<file path="src/hdl/scalar_kalman_filter_macros.svh">
// Assertion macros shared by the scalar Kalman filter RTL.
`ifndef SCALAR_KALMAN_FILTER_MACROS_SVH
`define SCALAR_KALMAN_FILTER_MACROS_SVH
`ifndef ASSERT_OFF
// Checked on every rising edge, switched off while reset is asserted.
`define SKF_ASSERT(lbl, clk, rstn, prop, msg) \
  lbl: assert property (@(posedge clk) disable iff (!rstn) prop) else $error(msg);
// Checked on every rising edge, reset included.
`define SKF_ASSERT_NR(lbl, clk, prop, msg) \
  lbl: assert property (@(posedge clk) prop) else $error(msg);
`else
`define SKF_ASSERT(lbl, clk, rstn, prop, msg)
`define SKF_ASSERT_NR(lbl, clk, prop, msg)
`endif
`endif

</file>
<file path="src/hdl/skf_pkg.sv">
// Shared types and constants of the scalar Kalman filter.
`timescale 1ns / 1ps

package skf_pkg;

  // configuration register indexes
  typedef enum logic [1:0] {
    REG_MEAS_NOISE = 2'd0,
    REG_PROC_NOISE = 2'd1,
    REG_INIT_ERR   = 2'd2
  } skf_reg_e;

  localparam int unsigned CFG_INDEX_WIDTH = 2;

  // register reset values, Q16.16 literals
  localparam logic [63:0] RESET_MEAS_NOISE = 64'd131072;
  localparam logic [63:0] RESET_PROC_NOISE = 64'd66;
  localparam logic [63:0] RESET_INIT_ERR   = 64'd131072;

  // shared unit operations
  typedef enum logic {
    OP_MUL = 1'b0,
    OP_DIV = 1'b1
  } skf_op_e;

  typedef struct packed {
    logic    start;
    skf_op_e op;
  } skf_cmd_t;

  typedef struct packed {
    logic busy;
    logic done;
  } skf_status_t;

endpackage

</file>
<file path="src/hdl/skf_iter_unit.sv">
// Shared shift-and-add unit: MSB-first multiply or restoring divide, one bit a cycle.
`timescale 1ns / 1ps

module skf_iter_unit #(
  parameter int unsigned DATA_WIDTH  = 32,
  parameter int unsigned MPLR_WIDTH  = 32,
  parameter int unsigned COUNT_WIDTH = 6
) (
  input  logic                       clk_i,
  input  logic                       rst_ni,
  input  skf_pkg::skf_cmd_t          cmd_i,
  input  logic [COUNT_WIDTH-1:0]     count_i,
  input  logic [DATA_WIDTH:0]        opnd_i,      // multiplicand or divisor
  input  logic [MPLR_WIDTH-1:0]      mplr_i,      // multiplier, MSB aligned
  input  logic [DATA_WIDTH-1:0]      acc_init_i,  // dividend
  output skf_pkg::skf_status_t       status_o,
  output logic [DATA_WIDTH+MPLR_WIDTH-1:0] acc_o,
  output logic [MPLR_WIDTH-1:0]      mplr_o
);

  localparam int unsigned PW = DATA_WIDTH + MPLR_WIDTH;

  logic                   busy_q;
  logic                   done_q;
  logic [COUNT_WIDTH-1:0] count_q;
  skf_pkg::skf_op_e       op_q;
  logic [PW-1:0]          acc_q, acc_d;
  logic [MPLR_WIDTH-1:0]  mplr_q, mplr_d;
  logic [DATA_WIDTH:0]    opnd_q;

  logic [PW-1:0] add_x;
  logic [PW-1:0] add_y;
  logic          add_cin;
  logic [PW:0]   add_sum;

  // one adder serves both operations; for divide it subtracts the divisor
  always_comb begin
    add_x   = {acc_q[PW-2:0], 1'b0};
    add_y   = '0;
    add_cin = 1'b0;
    acc_d   = acc_q;
    mplr_d  = mplr_q;
    case (op_q)
      skf_pkg::OP_MUL: begin
        add_y  = mplr_q[MPLR_WIDTH-1] ? PW'(opnd_q) : '0;
        acc_d  = add_sum[PW-1:0];
        mplr_d = {mplr_q[MPLR_WIDTH-2:0], 1'b0};
      end
      skf_pkg::OP_DIV: begin
        add_y   = ~PW'(opnd_q);
        add_cin = 1'b1;
        acc_d   = add_sum[PW] ? add_sum[PW-1:0] : add_x;
        mplr_d  = {mplr_q[MPLR_WIDTH-2:0], add_sum[PW]};
      end
      default: begin
        acc_d  = acc_q;
        mplr_d = mplr_q;
      end
    endcase
  end

  assign add_sum = {1'b0, add_x} + {1'b0, add_y} + {{PW{1'b0}}, add_cin};

  always_ff @(posedge clk_i or negedge rst_ni) begin
    if (!rst_ni) begin
      busy_q  <= 1'b0;
      done_q  <= 1'b0;
      count_q <= '0;
      op_q    <= skf_pkg::OP_MUL;
    end else begin
      done_q <= 1'b0;
      if (cmd_i.start) begin
        busy_q  <= 1'b1;
        count_q <= count_i;
        op_q    <= cmd_i.op;
      end else if (busy_q) begin
        count_q <= count_q - COUNT_WIDTH'(1);
        if (count_q == COUNT_WIDTH'(1)) begin
          busy_q <= 1'b0;
          done_q <= 1'b1;
        end
      end
    end
  end

  always_ff @(posedge clk_i) begin
    if (cmd_i.start) begin
      opnd_q <= opnd_i;
      if (cmd_i.op == skf_pkg::OP_DIV) begin
        acc_q  <= PW'(acc_init_i);
        mplr_q <= '0;
      end else begin
        acc_q  <= '0;
        mplr_q <= mplr_i;
      end
    end else if (busy_q) begin
      acc_q  <= acc_d;
      mplr_q <= mplr_d;
    end
  end

  assign status_o.busy = busy_q;
  assign status_o.done = done_q;
  assign acc_o         = acc_q;
  assign mplr_o        = mplr_q;

endmodule

</file>
<file path="src/hdl/scalar_kalman_filter.sv">
// Scalar Kalman filter top level: sequencer, state and configuration registers.
// Items pass one at a time through the bit-serial shared unit (divide, then
// three multiplies); the divide is skipped when P + R or R is zero.
// Reset: estimate clears to zero, registers and estimate error take reset values.
`timescale 1ns / 1ps

`include "scalar_kalman_filter_macros.svh"

module scalar_kalman_filter #(
  parameter int unsigned DATA_WIDTH = 32,
  parameter int unsigned FRAC_BITS  = 16
) (
  input  logic                                   clk_i,
  input  logic                                   rst_ni,
  // configuration write port
  input  logic                                   cfg_we_i,
  input  logic [skf_pkg::CFG_INDEX_WIDTH-1:0]    cfg_index_i,
  input  logic [DATA_WIDTH-1:0]                  cfg_data_i,
  // measurement channel
  input  logic                                   in_valid_i,
  output logic                                   in_stall_o,
  input  logic signed [DATA_WIDTH-1:0]           measurement_i,
  // result channel
  output logic                                   out_valid_o,
  input  logic                                   out_stall_i,
  output logic signed [DATA_WIDTH-1:0]           filtered_estimate_o,
  output logic [FRAC_BITS:0]                     gain_used_o
);

  // multiplier register must hold a full data word or a gain with its unit bit
  localparam int unsigned BW = (DATA_WIDTH > FRAC_BITS + 1) ? DATA_WIDTH : FRAC_BITS + 1;
  localparam int unsigned PW = DATA_WIDTH + BW;
  localparam int unsigned CW = $clog2(BW + 1);
  localparam logic [FRAC_BITS:0] GAIN_ONE = {1'b1, {FRAC_BITS{1'b0}}};

  typedef enum logic [3:0] {
    S_IDLE,
    S_GAIN_GO,
    S_GAIN_WAIT,
    S_STEP_GO,
    S_STEP_WAIT,
    S_PERR_GO,
    S_PERR_WAIT,
    S_QERR_GO,
    S_QERR_WAIT,
    S_DONE
  } state_e;

  state_e state_q;

  // configuration registers
  logic [DATA_WIDTH-1:0] meas_noise_q;
  logic [DATA_WIDTH-1:0] proc_noise_q;
  logic [DATA_WIDTH-1:0] init_err_q;

  // filter state
  logic [DATA_WIDTH-1:0] est_q;
  logic [DATA_WIDTH-1:0] err_q;

  // per-item working registers
  logic [DATA_WIDTH-1:0] mag_q;     // |z - x|
  logic                  neg_q;     // z < x
  logic [DATA_WIDTH:0]   den_q;     // P + R
  logic [FRAC_BITS:0]    gain_q;
  logic [DATA_WIDTH-1:0] step_q;
  logic [DATA_WIDTH-1:0] t1_q;      // (1 - k) * P term

  // result register
  logic                  out_valid_q;
  logic [DATA_WIDTH-1:0] out_est_q;
  logic [FRAC_BITS:0]    out_gain_q;

  // shared unit connection
  skf_pkg::skf_cmd_t     cmd;
  skf_pkg::skf_status_t  status;
  logic [CW-1:0]         unit_count;
  logic [DATA_WIDTH:0]   unit_opnd;
  logic [BW-1:0]         unit_mplr;
  logic [PW-1:0]         unit_acc;
  logic [BW-1:0]         unit_mplr_res;

  // combinational helpers
  logic [DATA_WIDTH:0]   diff;
  logic [DATA_WIDTH:0]   diff_abs;
  logic [DATA_WIDTH-1:0] prod_sat;   // product >> FRAC_BITS, saturated
  logic [DATA_WIDTH-1:0] est_next;
  logic [DATA_WIDTH:0]   err_sum;
  logic [DATA_WIDTH-1:0] err_next;
  logic                  in_xfer;
  logic                  out_free;
  logic                  unit_waiting;
  logic [FRAC_BITS:0]    one_minus_gain;

  assign in_xfer  = in_valid_i && (state_q == S_IDLE);
  assign out_free = !out_valid_q || !out_stall_i;

  // sequencer sits in one of the states that wait for the shared unit
  assign unit_waiting = (state_q == S_GAIN_WAIT) || (state_q == S_STEP_WAIT) ||
                        (state_q == S_PERR_WAIT) || (state_q == S_QERR_WAIT);

  // innovation, one bit wider so it never wraps
  assign diff     = {measurement_i[DATA_WIDTH-1], measurement_i} - {est_q[DATA_WIDTH-1], est_q};
  assign diff_abs = diff[DATA_WIDTH] ? (~diff + (DATA_WIDTH+1)'(1)) : diff;

  assign prod_sat = (unit_acc[PW-1:FRAC_BITS+DATA_WIDTH] != '0) ? '1
                  : unit_acc[FRAC_BITS+DATA_WIDTH-1:FRAC_BITS];

  // step never exceeds |z - x|, so the new estimate stays between x and z
  assign est_next = neg_q ? (est_q - prod_sat) : (est_q + prod_sat);

  assign err_sum  = {1'b0, t1_q} + {1'b0, prod_sat};
  assign err_next = err_sum[DATA_WIDTH] ? '1 : err_sum[DATA_WIDTH-1:0];

  assign one_minus_gain = GAIN_ONE - gain_q;

  // unit commands, issued for one cycle from the *_GO states
  always_comb begin
    cmd.start  = 1'b0;
    cmd.op     = skf_pkg::OP_MUL;
    unit_count = '0;
    unit_opnd  = '0;
    unit_mplr  = '0;
    case (state_q)
      S_GAIN_GO: begin
        // zero denominator and zero noise are settled without dividing
        cmd.start  = (den_q != '0) && (meas_noise_q != '0);
        cmd.op     = skf_pkg::OP_DIV;
        unit_count = CW'(FRAC_BITS);
        unit_opnd  = den_q;
      end
      S_STEP_GO: begin
        cmd.start  = 1'b1;
        unit_count = CW'(FRAC_BITS + 1);
        unit_opnd  = {1'b0, mag_q};
        unit_mplr  = BW'(gain_q) << (BW - FRAC_BITS - 1);
      end
      S_PERR_GO: begin
        cmd.start  = 1'b1;
        unit_count = CW'(FRAC_BITS + 1);
        unit_opnd  = {1'b0, err_q};
        unit_mplr  = BW'(one_minus_gain) << (BW - FRAC_BITS - 1);
      end
      S_QERR_GO: begin
        cmd.start  = 1'b1;
        unit_count = CW'(DATA_WIDTH);
        unit_opnd  = {1'b0, step_q};
        unit_mplr  = BW'(proc_noise_q) << (BW - DATA_WIDTH);
      end
      default: begin
        cmd.start = 1'b0;
      end
    endcase
  end

  skf_iter_unit #(
    .DATA_WIDTH  (DATA_WIDTH),
    .MPLR_WIDTH  (BW),
    .COUNT_WIDTH (CW)
  ) u_unit (
    .clk_i      (clk_i),
    .rst_ni     (rst_ni),
    .cmd_i      (cmd),
    .count_i    (unit_count),
    .opnd_i     (unit_opnd),
    .mplr_i     (unit_mplr),
    .acc_init_i (err_q),
    .status_o   (status),
    .acc_o      (unit_acc),
    .mplr_o     (unit_mplr_res)
  );

  // sequencer, configuration and filter state
  always_ff @(posedge clk_i or negedge rst_ni) begin
    if (!rst_ni) begin
      state_q      <= S_IDLE;
      out_valid_q  <= 1'b0;
      meas_noise_q <= skf_pkg::RESET_MEAS_NOISE[DATA_WIDTH-1:0];
      proc_noise_q <= skf_pkg::RESET_PROC_NOISE[DATA_WIDTH-1:0];
      init_err_q   <= skf_pkg::RESET_INIT_ERR[DATA_WIDTH-1:0];
      est_q        <= '0;
      err_q        <= skf_pkg::RESET_INIT_ERR[DATA_WIDTH-1:0];
    end else begin
      if (cfg_we_i) begin
        case (cfg_index_i)
          skf_pkg::REG_MEAS_NOISE: meas_noise_q <= cfg_data_i;
          skf_pkg::REG_PROC_NOISE: proc_noise_q <= cfg_data_i;
          skf_pkg::REG_INIT_ERR: begin
            init_err_q <= cfg_data_i;
            err_q      <= cfg_data_i;
          end
          default: begin
            init_err_q <= init_err_q;
          end
        endcase
      end

      // in S_DONE the valid flag is set below instead
      if (out_valid_q && !out_stall_i && (state_q != S_DONE)) begin
        out_valid_q <= 1'b0;
      end

      case (state_q)
        S_IDLE: begin
          if (in_valid_i) begin
            state_q <= S_GAIN_GO;
          end
        end
        S_GAIN_GO: begin
          state_q <= cmd.start ? S_GAIN_WAIT : S_STEP_GO;
        end
        S_GAIN_WAIT: begin
          if (status.done) begin
            state_q <= S_STEP_GO;
          end
        end
        S_STEP_GO: state_q <= S_STEP_WAIT;
        S_STEP_WAIT: begin
          if (status.done) begin
            est_q   <= est_next;
            state_q <= S_PERR_GO;
          end
        end
        S_PERR_GO: state_q <= S_PERR_WAIT;
        S_PERR_WAIT: begin
          if (status.done) begin
            state_q <= S_QERR_GO;
          end
        end
        S_QERR_GO: state_q <= S_QERR_WAIT;
        S_QERR_WAIT: begin
          if (status.done) begin
            err_q   <= err_next;
            state_q <= S_DONE;
          end
        end
        S_DONE: begin
          // hold here only while the previous result still waits
          if (out_free) begin
            out_valid_q <= 1'b1;
            state_q     <= S_IDLE;
          end
        end
        default: state_q <= S_IDLE;
      endcase
    end
  end

  // working and result payload
  always_ff @(posedge clk_i) begin
    case (state_q)
      S_IDLE: begin
        if (in_valid_i) begin
          mag_q <= diff_abs[DATA_WIDTH-1:0];
          neg_q <= diff[DATA_WIDTH];
          den_q <= {1'b0, err_q} + {1'b0, meas_noise_q};
        end
      end
      S_GAIN_GO: begin
        if (den_q == '0) begin
          gain_q <= '0;
        end else if (meas_noise_q == '0) begin
          gain_q <= GAIN_ONE;
        end
      end
      S_GAIN_WAIT: begin
        if (status.done) begin
          gain_q <= {1'b0, unit_mplr_res[FRAC_BITS-1:0]};
        end
      end
      S_STEP_WAIT: begin
        if (status.done) begin
          step_q <= prod_sat;
        end
      end
      S_PERR_WAIT: begin
        if (status.done) begin
          t1_q <= prod_sat;
        end
      end
      S_DONE: begin
        if (out_free) begin
          out_est_q  <= est_q;
          out_gain_q <= gain_q;
        end
      end
      default: begin
        t1_q <= t1_q;
      end
    endcase
  end

  assign in_stall_o          = (state_q != S_IDLE);
  assign out_valid_o         = out_valid_q;
  assign filtered_estimate_o = out_est_q;
  assign gain_used_o         = out_gain_q;

  // the shared unit is never restarted mid-operation
  `SKF_ASSERT(a_start_idle_unit, clk_i, rst_ni, cmd.start |-> !status.busy, "unit restarted while busy")
  // completions only arrive where the sequencer waits for them
  `SKF_ASSERT(a_done_in_wait, clk_i, rst_ni, status.done |-> unit_waiting, "unit done outside a wait state")
  // a transfer in closes the input until the item is finished
  `SKF_ASSERT(a_stall_after_xfer, clk_i, rst_ni, in_xfer |=> in_stall_o, "input open after transfer")
  // gain never exceeds one
  `SKF_ASSERT(a_gain_bound, clk_i, rst_ni, out_valid_o |-> (gain_used_o <= GAIN_ONE), "gain above one")
  // no result is offered while in reset
  `SKF_ASSERT_NR(a_reset_no_valid, clk_i, !rst_ni |-> !out_valid_o, "result valid in reset")

endmodule

</file>
<file path="config.mk">
export PLATFORM = sky130hd
export DESIGN_NAME = scalar_kalman_filter
export DESIGN_NICKNAME = d
export VERILOG_FILES = /design/src/hdl/skf_pkg.sv /design/src/hdl/skf_iter_unit.sv /design/src/hdl/scalar_kalman_filter.sv
export VERILOG_INCLUDE_DIRS = /design/src /design/src/hdl
export SDC_FILE = /design/constraint.sdc
export NUM_CORES = 1
export LEC_CHECK = 0
export BUFFER_PORTS_ARGS = -buffer_cell sky130_fd_sc_hd__buf_2
export CAP_MARGIN = 10
export CORE_ASPECT_RATIO = 1.75
export CORE_MARGIN = 3
export CORE_UTILIZATION = 45
export CTS_BUF_LIST = sky130_fd_sc_hd__clkbuf_8
export DETAILED_ROUTE_END_ITERATION = 8
export SETUP_SLACK_MARGIN = 0.3
export SLEW_MARGIN = 25
export SYNTH_ARGS = -nofsm -noshare
export SYNTH_HDL_FRONTEND = slang
export SYNTH_HIERARCHICAL = 1
export SYNTH_SLANG_ARGS = --single-unit
</file>
<file path="constraint.sdc">
create_clock -name clk_i -period 7.49 [get_ports clk_i]
set_input_delay 0.3745 -clock clk_i [delete_from_list [all_inputs] [get_ports clk_i]]
set_output_delay 0.3745 -clock clk_i [all_outputs]
set_load 0.1 [all_outputs]
</file>
# --- Word level (Yosys, flattened, before mapping) ---
# Cells that the tools add are included.
classes:
  eq_ne: 20
  n_bitwise: 3
  n_reduce_logical: 26
  muxes: 48
  add_sub_neg: 10
ops:
  columns: ["op", "count"]
  rows:
  - ["32-bit 2-to-1 mux", 12]
  - ["64-bit one-hot mux with 2 select lines", 2]
  - ["64-bit 2-to-1 mux", 3]
  - ["33-bit one-hot mux with 4 select lines", 1]
  - ["32-bit one-hot mux with 3 select lines", 1]
  - ["32-bit by 32-bit adder with 33-bit output", 2]
  - ["64-bit by 64-bit adder with 65-bit output", 1]
  - ["65-bit by 1-bit adder with 65-bit output", 1]
  - ["33-bit inverter with 64-bit output", 1]
  - ["32-bit one-hot mux with 2 select lines", 1]
  - ["17-bit 2-to-1 mux", 3]
  - ["4-bit one-hot mux with 10 select lines", 1]
  - ["17-bit one-hot mux with 2 select lines", 1]
  - ["33-bit logical NOT", 1]
  - ["33-bit 2-to-1 mux", 1]
  - ["33-bit nonzero test", 1]
  - ["32-bit by 32-bit subtractor with 33-bit output", 1]
  - ["32-bit by 1-bit adder with 32-bit output (second input constant)", 1]
  - ["32-bit adder", 1]
  - ["32-bit logical NOT", 1]
  - ["32-bit inverter", 1]
  - ["32-bit nonzero test", 1]
  - ["32-bit subtractor", 1]
  - ["4-bit 2-to-1 mux", 6]
  - ["31 further kinds", 61]
totals:
  wordCells: 128
  output_inout_bits: 51
  ff_bits: 467

# --- Longest topological paths before layout ---
logic_depth:
  depth_word: 8
  depth_mapped: 21

# --- Hierarchy ---
# The synthesis kept the hierarchy.
by_module_without_submodules:
  columns: ["mod", "cells_per_inst", "instances", "area_per_inst_um2"]
  rows:
  - ["scalar_kalman_filter", 2095, 1, 20895.0]
  - ["skf_iter_unit", 1144, 1, 10272.4]

# --- Worst setup path before layout ---
# OpenSTA, ideal clock, no wires.
synth_path:
  path_kind: "reg-to-reg"
  start: "register state_q[1]"
  end: "register u_unit.acc_q[0] (netlist: u_unit/acc_o[0]), enable pin"
  arrival_ns: 5.129
  n_path_buf: 4
  stages_incl_launch_ff: 12
  setup_time_ns: 0.450
  synth_period_minus_slack_ns: 5.579
  path_slack_ns: 1.911
  cell_sequence: "dfrtp_1 -> clkbuf_1 -> nand2b_1 -> nor3_1 -> o21ai_0 -> nor2_1 -> or3_1 -> clkbuf_1 -> clkbuf_1 -> clkbuf_1 -> nor2_1 -> inv_1"
synth_rtl:
  columns: ["item", "line_no", "text"]
  rows:
  - ["from (decl)", "scalar_kalman_filter.sv:49", "state_e state_q;"]
  - ["from (signal assigned)", "scalar_kalman_filter.sv:209", "state_q <= cmd.start ? S_GAIN_WAIT : S_STEP_GO;"]
  - ["to (signal assigned)", "skf_iter_unit.sv:90", "acc_q <= PW'(acc_init_i);"]
  - ["to (decl)", "skf_iter_unit.sv:27", "logic [PW-1:0] acc_q, acc_d;"]

# --- Worst setup path after layout ---
layout_path:
  start: "register u_unit.acc_q[49] (netlist: u_unit/acc_o[49])"
  end: "register err_q[31]"
layout_via:
  elab_chain_len: 6
layout_rtl:
  columns: ["item", "line_no", "text"]
  rows:
  - ["16-bit nonzero test", "scalar_kalman_filter.sv:105", "assign prod_sat = (unit_acc[PW-1:FRAC_BITS+DATA_WIDTH] != '0) ? '1"]
  - ["32-bit 2-to-1 mux", "scalar_kalman_filter.sv:105", null]
  - ["32-bit by 32-bit adder with 33-bit output", "scalar_kalman_filter.sv:111", "assign err_sum = {1'b0, t1_q} + {1'b0, prod_sat};"]
  - ["32-bit 2-to-1 mux", "scalar_kalman_filter.sv:112", "assign err_next = err_sum[DATA_WIDTH] ? '1 : err_sum[DATA_WIDTH-1:0];"]
  - ["32-bit 2-to-1 mux", "scalar_kalman_filter.sv:231", "if (status.done) begin"]
  - ["32-bit 2-to-1 mux", "scalar_kalman_filter.sv:202", "case (state_q)"]
  - ["to (signal assigned)", "scalar_kalman_filter.sv:181", "err_q <= skf_pkg::RESET_INIT_ERR[DATA_WIDTH-1:0];"]
  - ["to (signal assigned)", "scalar_kalman_filter.sv:189", "err_q <= cfg_data_i;"]
  - ["to (signal assigned)", "scalar_kalman_filter.sv:232", "err_q <= err_next;"]
  - ["to (decl)", "scalar_kalman_filter.sv:58", "logic [DATA_WIDTH-1:0] err_q;"]
# No other way between the ends.
# A chain may end at the register's enable or synchronous reset.

==> results.json <==
{
  "status": "finished clean",
  "wl_per_cell_um": 24.3,
  "pin_count": 122,
  "rsz0062_at_grt": "no",
  "cts_setup_buffers": 0,
  "total_power_mw": 13.9,
  "grt_use_total_pct": 28.8,
  "vias": 26100,
  "syn_to_final_growth_pct": 10.7,
  "die_height_um": 354,
  "vias_per_cell": 6.03,
  "antenna_found_initial": 1,
  "route.detailed.drc": 0,
  "p_sw_mw": 6.29,
  "ant_nets": 0,
  "cts.sinks": 467,
  "place.gp.congestion": 0.983,
  "fin_crit_sh_pct": 78.9,
  "routed_wl_mm": 105,
  "p_int_mw": 7.61,
  "holdWs_ns": 0.0520,
  "io_buffers": 121,
  "dp_hpwl_mm": 81.3,
  "fin_crit_ns": 5.91,
  "htreeDepth": 3,
  "post-route-util_pct": 50.4,
  "crit_fanout": 45,
  "design.die.area_sq_um": 72600,
  "drive_gt1_share_pct": 13.3,
  "syn_inst": 3238,
  "start_kind": "register",
  "clock_path_buffers": 3,
  "syn_area_sq_um": 31200,
  "yosysWarnings": 6,
  "skew_ns": 0.0451,
  "clkSlewWorstSetupHoldPaths_ns": 0.07,
  "die_w_um": 205,
  "grt_pass1_vias": 26900,
  "post_dp_cell_area_sq_um": 32700,
  "cp.required_ns": 8.02,
  "cts_inserted_buffers": 76,
  "finalSetupTns_ns": 0,
  "cp-end-kind": "register",
  "switching_share_pct": 45.3,
  "grt_pass1_wl_mm": 160,
  "cts-root-buf": "clkbuf_8",
  "fin_nets": 3634,
  "synth_area_per_cell_sq_um": 9.62,
  "max_cap_violations": 0,
  "initial_core_util_pct": 45.5,
  "pwr-share-seq_pct": 33.6,
  "post_cts_resized": 0,
  "hp-class": "in2reg",
  "arrival_ns": 6.44,
  "grt_overflow": 0,
  "rows": 127,
  "drv_slew": 0,
  "max_freq_mhz": 169,
  "fillers": 6363,
  "firstDrtPassIters": 6,
  "grt_max_degree": 68,
  "p_per_area_nw_per_um2": 403,
  "leakage_nw": 13.7,
  "clockPowerShare_pct": 16.2,
  "power_frac_comb_pct": 50.1,
  "ir_worst_vdd_mv": 0.231,
  "dr.first_iter.drc_count": 1716,
  "max_slew_margin_pct": 30.9,
  "core_sq_um": 68500,
  "setup_viol": 0,
  "clk_latency_ns": 0.72,
  "tightest_slew_ns": 1.04,
  "tritoncts": "done",
  "crit_type": "reg2reg",
  "hold_viol": 0,
  "design_area_sq_um": 34500
}
==> final timing paths <==
kind | from | endpoint | slack (ns) | cells past startpoint
worst max-delay path | u_unit/acc_o[49] | err_q[31] | 1.58 | 18
worst min-delay path | cfg_data_i[27] | proc_noise_q[27] | 0.05 | 2
max in group asynchronous | rst_ni | proc_noise_q[8] | 5.37 | 4
worst min register to register | proc_noise_q[7] | proc_noise_q[7] | 0.50 | 1
worst max register to register | u_unit/acc_o[49] | err_q[31] | 1.58 | 18
min in group asynchronous | rst_ni | est_q[17] | 0.23 | 2
==> worst max-delay path: stages (launching register included) <==
cell and delay, ns:
edfxtp_1 0.42, nor4_1 0.54, nand4_1 0.18, buf_4 0.29, or2_2 0.39, and2_1 0.18
fa_1 0.40, a21oi_1 0.21, o21ai_0 0.18, o211ai_1 0.28, o211ai_1 0.24, a2111oi_0 0.45
buf_4 0.20, nor2_1 0.08, a311oi_1 0.40, o21ai_0 0.24, or4_1 0.53, a2111oi_0 0.42
a31oi_1 0.08
==> repair_timing <==
| action | 4_1_cts | 5_1_grt |
|---|---|---|
| endpoints found under the setup margin | 0 | 0 |
| hold buffers | 26 | 0 |
| hold endpoints to repair | 107 | 0 |
==> cell type report <==
| type | count | area (sq um) | area share [%] |
|---|---|---|---|
| antenna | 2 | 5.00 | 0.0145 |
| tap | 903 | 1130 | 3.27 |
| clock buffer | 80 | 1100 | 3.19 |
| timing repair buffer | 189 | 1220 | 3.54 |
| inverter | 150 | 566 | 1.64 |
| multi-input combinational | 2482 | 16800 | 48.6 |
| clock inverter | 62 | 394 | 1.14 |
| sequential | 467 | 13300 | 38.6 |
==> routing by layer <==
layer / vias up / share of wire, % / track usage [%]
met3: 269 / 5.1 / 4.00
met2: 868 / 53 / 53.0
met5: - / 0 / 0
li1: 12200 / - / -
met1: 12800 / 36 / 31.5
met4: 0 / 6.3 / 16.1
==> sequential cells by signal, indices dropped and copies added, names as in the netlist <==
name and flops:
u_unit/op_q 1, meas_noise_q 32, u_unit/done_q 1, u_unit/busy_q 1, out_valid_o 1, u_unit/count_q 6, state_q 4, step_q 32
mag_q 32, neg_q 1, proc_noise_q 32, t1_q 32, u_unit/mplr_o 32, filtered_estimate_o 32, err_q 32, u_unit/opnd_q 33
gain_q 17, est_q 32, u_unit/acc_o 64, gain_used_o 17, den_q 33
==> through the flow <==
step | setup slack (ns) | instances
final | 1.58 | 4335
after floorplan | 1.91 | 3240
after global placement | 1.57 | 4164
after global routing | 1.14 | 4334
after detailed placement | 1.60 | 4164
after CTS | 1.56 | 4332
==> power groups by stage <==
| stage | clock network (mW) | logic, mW | registers (mW) |
|---|---|---|---|
| 2_1_floorplan | 0 | 5.11 | 4.30 |
| 3_3_place_gp | 0 | 6.75 | 4.70 |
| 3_5_place_dp | 0 | 6.84 | 4.70 |
| 4_1_cts | 2.32 | 6.91 | 4.67 |
| 5_1_grt | 2.43 | 7.66 | 4.72 |
| 6_report | 2.26 | 6.97 | 4.67 |
==> cell usage in the layout, fill, tap and decap left out, types with 26 or more instances in the layout <==
master         count
o21a_1            29
a32oi_1           34
dfrtp_1          137
nor2_1           172
nand2b_1          36
dlygate4sd3_1     26
mux2_2            96
a211oi_1          26
nand3_1           42
and2_1            59
xor2_1            76
o21bai_1          36
buf_2            120
nor4_1            33
ha_1             192
a22oi_1           72
a21oi_1          240
o21ai_0          229
a21o_1            81
inv_1            179
edfxtp_1         325
clkbuf_8          80
xnor2_1          136
nand2_1          392
nor3_1            58
or3_1             26
buf_4             40
nand4_1           28
or2_2             38
(Power assumes the default switching activity.)
